### config.mk
export PLATFORM = sky130hd
export DESIGN_NAME = percent_escape_codec
export DESIGN_NICKNAME = d
export VERILOG_FILES = /design/src/pec_pkg.sv /design/src/percent_escape_codec.sv
export SDC_FILE = /design/constraint.sdc
export NUM_CORES = 1
export LEC_CHECK = 0
export ABC_AREA = 1
export BUFFER_PORTS_ARGS = -buffer_cell sky130_fd_sc_hd__clkbuf_2
export CORE_MARGIN = 2
export CORE_UTILIZATION = 55
export CTS_CLUSTER_DIAMETER = 30
export DETAILED_ROUTE_END_ITERATION = 7
export PLACE_DENSITY = 0.83
export SYNTH_ARGS = -nofsm -noshare
export SYNTH_HDL_FRONTEND = slang
export SYNTH_SLANG_ARGS = --single-unit
### constraint.sdc
create_clock -name clk -period 3.6 [get_ports clk]
set_clock_uncertainty 0.15 [all_clocks]
set_input_delay 0.72 -clock clk [delete_from_list [all_inputs] [get_ports clk]]
set_output_delay 0.72 -clock clk [all_outputs]
set_load 0.03 [all_outputs]
### src/pec_pkg.sv
// ----------------------------------------------------------------------------
// pec_pkg: shared definitions for the percent-escape codec
// Character constants, decode phase codes and the character class helpers.
// ----------------------------------------------------------------------------
package pec_pkg;

    localparam logic [7:0] CHAR_PCT   = 8'h25;
    localparam logic [7:0] CHAR_DASH  = 8'h2D;
    localparam logic [7:0] CHAR_UNDER = 8'h5F;
    localparam logic [7:0] CHAR_0     = 8'h30;
    localparam logic [7:0] CHAR_9     = 8'h39;
    localparam logic [7:0] CHAR_A     = 8'h41;
    localparam logic [7:0] CHAR_F     = 8'h46;
    localparam logic [7:0] CHAR_Z     = 8'h5A;
    localparam logic [7:0] CHAR_LA    = 8'h61;
    localparam logic [7:0] CHAR_LZ    = 8'h7A;

    // Marks a hex value lookup that found no uppercase hex digit.
    localparam logic [4:0] HEX_NONE   = 5'd16;

    // Remaining digit beats of an escape that is being emitted.
    localparam logic [1:0] ESC_NONE   = 2'd0;
    localparam logic [1:0] ESC_LOW    = 2'd1;
    localparam logic [1:0] ESC_HIGH   = 2'd2;

    typedef enum logic [2:0] {
        PH_PLAIN = 3'b001,
        PH_PCT   = 3'b010,
        PH_HEX   = 3'b100
    } phase_t;

    function automatic logic is_plain(input logic [7:0] c);
        return (c >= CHAR_A && c <= CHAR_Z) || (c >= CHAR_LA && c <= CHAR_LZ) ||
               (c >= CHAR_0 && c <= CHAR_9) || c == CHAR_DASH || c == CHAR_UNDER;
    endfunction

    function automatic logic [4:0] hex_value(input logic [7:0] c);
        logic [7:0] d;
        d = 8'd0;
        if (c >= CHAR_0 && c <= CHAR_9)
        begin
            d = c - CHAR_0;
            return d[4:0];
        end
        if (c >= CHAR_A && c <= CHAR_F)
        begin
            d = c - CHAR_A + 8'd10;
            return d[4:0];
        end
        return HEX_NONE;
    endfunction

    function automatic logic [7:0] hex_digit(input logic [3:0] n);
        if (n < 4'd10)
            return CHAR_0 + {4'b0000, n};
        return CHAR_A - 8'd10 + {4'b0000, n};
    endfunction

endpackage

### src/percent_escape_codec.sv
// ----------------------------------------------------------------------------
// percent_escape_codec: streaming percent-escape encoder and decoder
// One byte of a string per input beat; direction register selects the mode.
// ----------------------------------------------------------------------------
// A decode byte is taken every cycle while the output register is free and
// gives one result beat in the next cycle. An encode byte that passes through
// does the same; a byte that is escaped gives three result beats ('%' and two
// hex digits) from one output register, so the input stalls for the two digit
// beats. The output register is refilled in the cycle it is taken, so a
// waiting result never blocks the next input by itself. Direction writes are
// taken at once and clear the decode state; they belong between strings.
module percent_escape_codec
    import pec_pkg::*;
(
    input  logic       clk,
    input  logic       rst_n,
    input  logic       in_valid,
    output logic       in_stall,
    input  logic [7:0] in_byte,
    input  logic       end_of_string,
    output logic       out_valid,
    input  logic       out_stall,
    output logic [7:0] out_byte,
    output logic       has_data,
    output logic       status,
    output logic       last_of_run,
    output logic       string_done,
    input  logic       cfg_valid,
    output logic       cfg_ready,
    input  logic       direction
);

    logic       out_valid_reg, out_valid_next;
    logic [7:0] out_byte_reg,  out_byte_next;
    logic       has_data_reg,  has_data_next;
    logic       status_reg,    status_next;
    logic       last_reg,      last_next;
    logic       done_reg,      done_next;
    logic [1:0] esc_cnt_reg,   esc_cnt_next;
    logic [7:0] esc_byte_reg,  esc_byte_next;
    logic       esc_eos_reg,   esc_eos_next;
    logic       dir_reg,       dir_next;
    phase_t     phase_reg,     phase_next;
    logic [3:0] nib_reg,       nib_next;
    logic       err_reg,       err_next;

    logic       out_free;
    logic       in_accept;
    logic       cfg_write;
    logic [4:0] hval;
    logic       dec_has;
    logic [7:0] dec_byte;

    assign out_free  = !out_valid_reg || !out_stall;
    assign in_stall  = !out_free || (esc_cnt_reg != ESC_NONE);
    assign in_accept = in_valid && !in_stall;
    assign cfg_ready = 1'b1;
    assign cfg_write = cfg_valid;

    assign out_valid   = out_valid_reg;
    assign out_byte    = out_byte_reg;
    assign has_data    = has_data_reg;
    assign status      = status_reg;
    assign last_of_run = last_reg;
    assign string_done = done_reg;

    assign hval = hex_value(in_byte);

    // Decode step for the byte on the input, against the current phase.
    always_comb
    begin
        phase_next = phase_reg;
        nib_next   = nib_reg;
        err_next   = err_reg;
        dec_has    = 1'b0;
        dec_byte   = 8'd0;
        if (!err_reg)
        begin
            unique case (phase_reg)
                PH_PLAIN:
                begin
                    if (in_byte == CHAR_PCT)
                        phase_next = PH_PCT;
                    else if (is_plain(in_byte))
                    begin
                        dec_has  = 1'b1;
                        dec_byte = in_byte;
                    end
                    else
                        err_next = 1'b1;
                end
                PH_PCT:
                begin
                    if (!hval[4])
                    begin
                        nib_next   = hval[3:0];
                        phase_next = PH_HEX;
                    end
                    else
                    begin
                        err_next   = 1'b1;
                        phase_next = PH_PLAIN;
                    end
                end
                PH_HEX:
                begin
                    if (!hval[4])
                    begin
                        dec_has  = 1'b1;
                        dec_byte = {nib_reg, hval[3:0]};
                    end
                    else
                        err_next = 1'b1;
                    phase_next = PH_PLAIN;
                    nib_next   = 4'd0;
                end
                default:
                begin
                    phase_next = PH_PLAIN;
                end
            endcase
        end
    end

    always_comb
    begin
        out_valid_next = out_valid_reg;
        out_byte_next  = out_byte_reg;
        has_data_next  = has_data_reg;
        status_next    = status_reg;
        last_next      = last_reg;
        done_next      = done_reg;
        esc_cnt_next   = esc_cnt_reg;
        esc_byte_next  = esc_byte_reg;
        esc_eos_next   = esc_eos_reg;
        if (out_free)
        begin
            if (esc_cnt_reg == ESC_HIGH)
            begin
                out_valid_next = 1'b1;
                out_byte_next  = hex_digit(esc_byte_reg[7:4]);
                has_data_next  = 1'b1;
                status_next    = 1'b0;
                last_next      = 1'b0;
                done_next      = 1'b0;
                esc_cnt_next   = ESC_LOW;
            end
            else if (esc_cnt_reg == ESC_LOW)
            begin
                out_valid_next = 1'b1;
                out_byte_next  = hex_digit(esc_byte_reg[3:0]);
                has_data_next  = 1'b1;
                status_next    = 1'b0;
                last_next      = 1'b1;
                done_next      = esc_eos_reg;
                esc_cnt_next   = ESC_NONE;
            end
            else if (in_accept)
            begin
                out_valid_next = 1'b1;
                if (!dir_reg)
                begin
                    has_data_next = 1'b1;
                    status_next   = 1'b0;
                    if (is_plain(in_byte))
                    begin
                        out_byte_next = in_byte;
                        last_next     = 1'b1;
                        done_next     = end_of_string;
                    end
                    else
                    begin
                        // The two hex digits follow from the escape registers.
                        out_byte_next = CHAR_PCT;
                        last_next     = 1'b0;
                        done_next     = 1'b0;
                        esc_cnt_next  = ESC_HIGH;
                        esc_byte_next = in_byte;
                        esc_eos_next  = end_of_string;
                    end
                end
                else
                begin
                    out_byte_next = dec_byte;
                    has_data_next = dec_has;
                    status_next   = err_next;
                    last_next     = 1'b1;
                    done_next     = end_of_string;
                end
            end
            else
                out_valid_next = 1'b0;
        end
    end

    assign dir_next = cfg_write ? direction : dir_reg;

    always_ff @(posedge clk or negedge rst_n)
    begin
        if (!rst_n)
        begin
            out_valid_reg <= 1'b0;
            esc_cnt_reg   <= ESC_NONE;
            dir_reg       <= 1'b0;
            phase_reg     <= PH_PLAIN;
            nib_reg       <= 4'd0;
            err_reg       <= 1'b0;
        end
        else
        begin
            out_valid_reg <= out_valid_next;
            esc_cnt_reg   <= esc_cnt_next;
            dir_reg       <= dir_next;
            if (cfg_write || (in_accept && dir_reg && end_of_string))
            begin
                phase_reg <= PH_PLAIN;
                nib_reg   <= 4'd0;
                err_reg   <= 1'b0;
            end
            else if (in_accept && dir_reg)
            begin
                phase_reg <= phase_next;
                nib_reg   <= nib_next;
                err_reg   <= err_next;
            end
        end
    end

    always_ff @(posedge clk)
    begin
        out_byte_reg <= out_byte_next;
        has_data_reg <= has_data_next;
        status_reg   <= status_next;
        last_reg     <= last_next;
        done_reg     <= done_next;
        esc_byte_reg <= esc_byte_next;
        esc_eos_reg  <= esc_eos_next;
    end

endmodule

After elaboration in Yosys (flattened, before gate mapping):

Index checks and enable logic that the tools add are counted.

* flip-flop bits (word level): 33
* output and inout bits: 15
* word-level logic and storage cells: 145

* bitwise logic cells: 4
* add/sub/neg operators: 7
* equal/unequal tests: 13
* mux-type cells: 70
* reduce and logical (&&, ||, !) cells: 29
* magnitude comparators: 9

Operator list (number)
* $mux W8: 13
* $mux W1: 34
* $add A6 B4 Y7 const A: 4
* $le A8 B7 Y1 const B: 3
* $mux W5: 4
* $eq A8 B6 Y1 const B: 2
* $ge A8 B7 Y1 const B: 2
* $mux W4: 4
* $pmux W8 S2: 1
* $mux W3: 5
* $mux W2: 5
* $ne A3 B3 Y1 const B: 3
* $eq A8 B7 Y1 const B: 1
* $ge A8 B6 Y1 const B: 1
* $le A8 B6 Y1 const B: 1
* $lt A4 B4 Y1 const B: 2
* $pmux W4 S2: 1
* $reduce_and A4 Y1: 2
* $logic_and A1 B1 Y1: 7
* $logic_or A1 B1 Y1: 7
* $pmux W3 S2: 1
* $reduce_and A6 Y1: 1
* $reduce_bool A3 Y1: 2
* $add A5 B4 Y5 const B: 1
* 16 further kinds: 25

Longest topological paths before layout:

* depth after elaboration: 14
* mapped depth: 16
* mapped depth without buffers: 16

Worst setup path after synthesis:

OpenSTA, ideal clock, no wires.

* kind: input to register
* start point: in in_byte[1]
* end point: reg esc_byte_reg[0] (enable)
* data required time: 3.051 ns
* data arrival time: 2.474 ns
* buffers on the path: 0
* slack: 0.576 ns
* cell stages on the path: 9
* cell sequence: inv_1 ha_1 nor2_1 nand2_1 nand2_1 nor2_1 a21oi_1 nand3_2 nor4_1

* cells in the longest elaborated chain, start to end: 8
* elaborated cells between the ends (all ways): 17

RTL lines
* start: declaration: line percent_escape_codec.sv:19 `input logic [7:0] in_byte,`
* $ge A8 B7 Y1 / $le A8 B7 Y1 (equally long branches): line pec_pkg.sv:33 `return (c >= CHAR_A && c <= CHAR_Z) || (c >= CHAR_LA && c <= CHAR_LZ) ||`
* $logic_and A1 B1 Y1: line pec_pkg.sv:33
* $logic_or A1 B1 Y1 (2 in a row): line pec_pkg.sv:33
* $logic_or A1 B1 Y1: line pec_pkg.sv:34 `(c >= CHAR_0 && c <= CHAR_9) || c == CHAR_DASH || c == CHAR_UNDER;`
* $logic_or A1 B1 Y1 (*): line pec_pkg.sv:34
* $not A1 Y1 (no source line) (*)
* $reduce_and A6 Y1 (no source line) (*)
* end signal: assignment: line percent_escape_codec.sv:236 `esc_byte_reg <= esc_byte_next;`
* end: declaration: line percent_escape_codec.sv:40 `logic [7:0] esc_byte_reg, esc_byte_next;`

Every way passes the cells marked *; elsewhere a longest branch is shown, timed or not.
A chain may end at the register's enable or synchronous reset.

Worst setup path in the final report:

* start point: in in_byte[1]
* end point: reg esc_byte_reg[5] (enable)

The elaborated chain is that of the path after synthesis.

==> qor.txt <==
Final setup viols = 0
DRT met1 WL = 2.04 mm
Post-route setup slack = 1.05 ns
Worst path slowest cell = nor4_1
Unrepaired setup endpoints after global routing = no
Avg WL per Cell = 13.5 um
DR vias = 2,124
Metal3 WL = 362 um
Synth Area in Simple Gates = 29.8%
Drt via density = 5.56
Max-cap violations = 0
CP Max Fanout = 9
# IOs = 30
Crit start category = primary input
First-pass GRT wire length = 8.41 mm
Layout area overhead = 14.2%
FFs w/ async S/R, synth = 36.4%
Die height = 67.9 um
# Post-CTS Setup Buffers = 0
Clock-pin slew on the worst setup and hold paths = 0.07 ns
HP Class = primary input to async pin
Die X = 67.9 um
Setup CP Type = primary input to flip-flop
VDD IR max = 0.223 mV
Crit path required time = 3.45 ns
Post-synth top area cell = edfxtp_1
Clk sink count = 33
Final instance area = 2560 um^2
Mapped Nets = 323
Congestion Overflow GR = 0
Ys flop type = edfxtp_1
Post-synth EDFFs = 21
Commonest non-fill, non-tap cell in the layout = nand2_1
Nets@finish = 355
Largest family of logic cells by synthesized area = simple AND/OR/NAND/NOR gates
Post-synth top area share = 28.1%
CTS tree = yes
Overall Global Routing Usage = 24.8%
Violation count after the first detailed-routing iteration = 209
Hold slack final = 0.156 ns
Mux contribution to synthesized area = 0%
Adder-Cell Fraction of Synth Area = 5.02%
Worst Path Buf+Inv = 3
Cell row count = 23
Clk_lat worst skew = 0.29 ns
# diodes = 0
Most frequent cells in the layout = nand2_1 (92), inv_1 (31), clkbuf_2 (28)
Routed Wire Length = 5.17 mm
Post-Synthesis Cell Area = 2240 um^2
Synth Register Bits = 33
Die ar. = 4610 um^2
Layout fillers = 348
Cell Pwr Density = 692 nW/um^2
Register area = 932 um^2
CTS buffer count = 5
Multi-input gate area in the final layout = 1120 um^2
Routed wl met2 = 2.60 mm
Drt pass-1 iters = 5
Vias in the first global route = 1,891
Seq/Total Area, Yosys = 41.5%
RD Place Congestion = 0.948
Synth cell types = 36
Max layer used = met4
LEAKAGE = 1.22 nW
Critical path's largest stage delay = 0.26 ns
Placed cell areas = 2430 um^2
Arr. time, crit path = 2.40 ns
Setup_tns = 0 ns
Tcrit/Tclk final = 70.9%
Clk buf depth = 2
Hold Buf Count CTS = 0
Setup WS pre-CTS = 0.781 ns
Layout cell share with drive strength beyond 1 = 20.2%
Crit-path cells = clkbuf_2 -> inv_1 -> ha_1 -> nor2_1 -> nand2_1 -> nand2_1 -> nor2_1 -> a21oi_1 -> nand3_2 -> nor4_1 -> buf_4
Top delay family on crit path = simple AND/OR/NAND/NOR gates
DP Wirelength = 3.75 mm
Crit path time final = 2.55 ns
Syn Area/Cell = 7.51 um^2
CP endpoint kind = flip-flop
Max Clk Rate = 0.392 GHz
Post-detailed-route count of antenna-violating nets = 0
Slew headroom = 64.2%
Core area = 3970 um^2
Fin. max-slew vios = 0
Number of I/O port buffers = 28
Synth Area in Compound Gates = 14.3%
Status = complete, no violations
Fin. Hold Viols = 0
Post-cts sizing count = 0
Initial core utilization = 56.5%
Yosys warnings = 0
Post-synthesis xor/xnor area fraction = 0.780%
Worst slew pin tran = 0.531 ns
Root buf cell = clkbuf_8
Largest net degree at the start of global routing = 14
Mapped Cells = 299
H-tree Lvls = 2
Final Power = 1.77 mW
Reg2reg setup slack = 1.26 ns
Initial antenna violation count = 0
Top post-synthesis cells by area = edfxtp_1 (28%), nand2_1 (15%), dfrtp_1 (12%)
DRC = 0
==> where the power goes <==
part / switching, mW / total [mW] / internal [mW] / leakage, nW
sequential: 0.0477 / 0.603 / 0.555 / 0.353
combinational: 0.546 / 0.752 / 0.206 / 0.795
clock: 0.143 / 0.418 / 0.275 / 0.0681
==> layer usage <==
metal / up-vias / track usage, %
met3: 21 / 4.77
met2: 97 / 41.9
met5: - / 0
met1: 963 / 30.4
li1: 1043 / -
met4: 0 / 12.3
==> kinds of logic (layout without fill, tap and decap cells) <==
family / Yosys count / in the layout
buffers and inverters: 47 / 80
other: 1 / 1
AO/OA/AOI/OAI: 57 / 57
adder cells (fa/ha/maj): 9 / 9
XOR/XNOR: 2 / 2
flip-flops: 33 / 33
AND/OR/NAND/NOR: 150 / 150
==> final cells by class <==
class                      count  share of cell area (%)
sequential                    33                    36.4
tap                           50                    2.44
clock buffer                   5                    2.69
timing repair buffer          29                    5.76
clock inverter                 3                    2.54
multi-input combinational    219                    43.9
inverter                      43                    6.30
==> per-stage QoR <==
| stage | util [%] | std cells |
|---|---|---|
| 4_1_cts | 64.5 | 382 |
| 2_1_floorplan | - | 299 |
| 5_1_grt | 64.5 | 382 |
| 6_report | 64.5 | 382 |
| 3_3_place_gp | 61.2 | 374 |
| 3_5_place_dp | 61.2 | 374 |
==> cells in the mapped netlist (3+ instances only) <==
| cell type | instances |
|---|---|
| nand2_1 | 92 |
| inv_1 | 31 |
| edfxtp_1 | 21 |
| nor2_1 | 19 |
| a21oi_1 | 16 |
| nand3_1 | 16 |
| o21ai_0 | 16 |
| o21ai_1 | 16 |
| dfrtp_1 | 11 |
| inv_2 | 11 |
| ha_1 | 9 |
| nand2_2 | 5 |
| buf_4 | 3 |
| nor2_2 | 3 |
| nor3_1 | 3 |
| nor3_2 | 3 |
==> final timing paths <==
| path | endpoint | start | cells after the start |
|---|---|---|---|
| worst max register to register | esc_byte_reg[5] | esc_cnt_reg[0] | 6 |
| worst max-delay path | esc_byte_reg[5] | in_byte[1] | 11 |
| worst min register to register | nib_reg[3] | nib_reg[3] | 2 |
| max in group asynchronous | phase_reg[0] | rst_n | 1 |
| min in group clk | nib_reg[3] | nib_reg[3] | 2 |
| worst min-delay path | esc_cnt_reg[0] | rst_n | 1 |
Power figures use the tool's default switching activity.
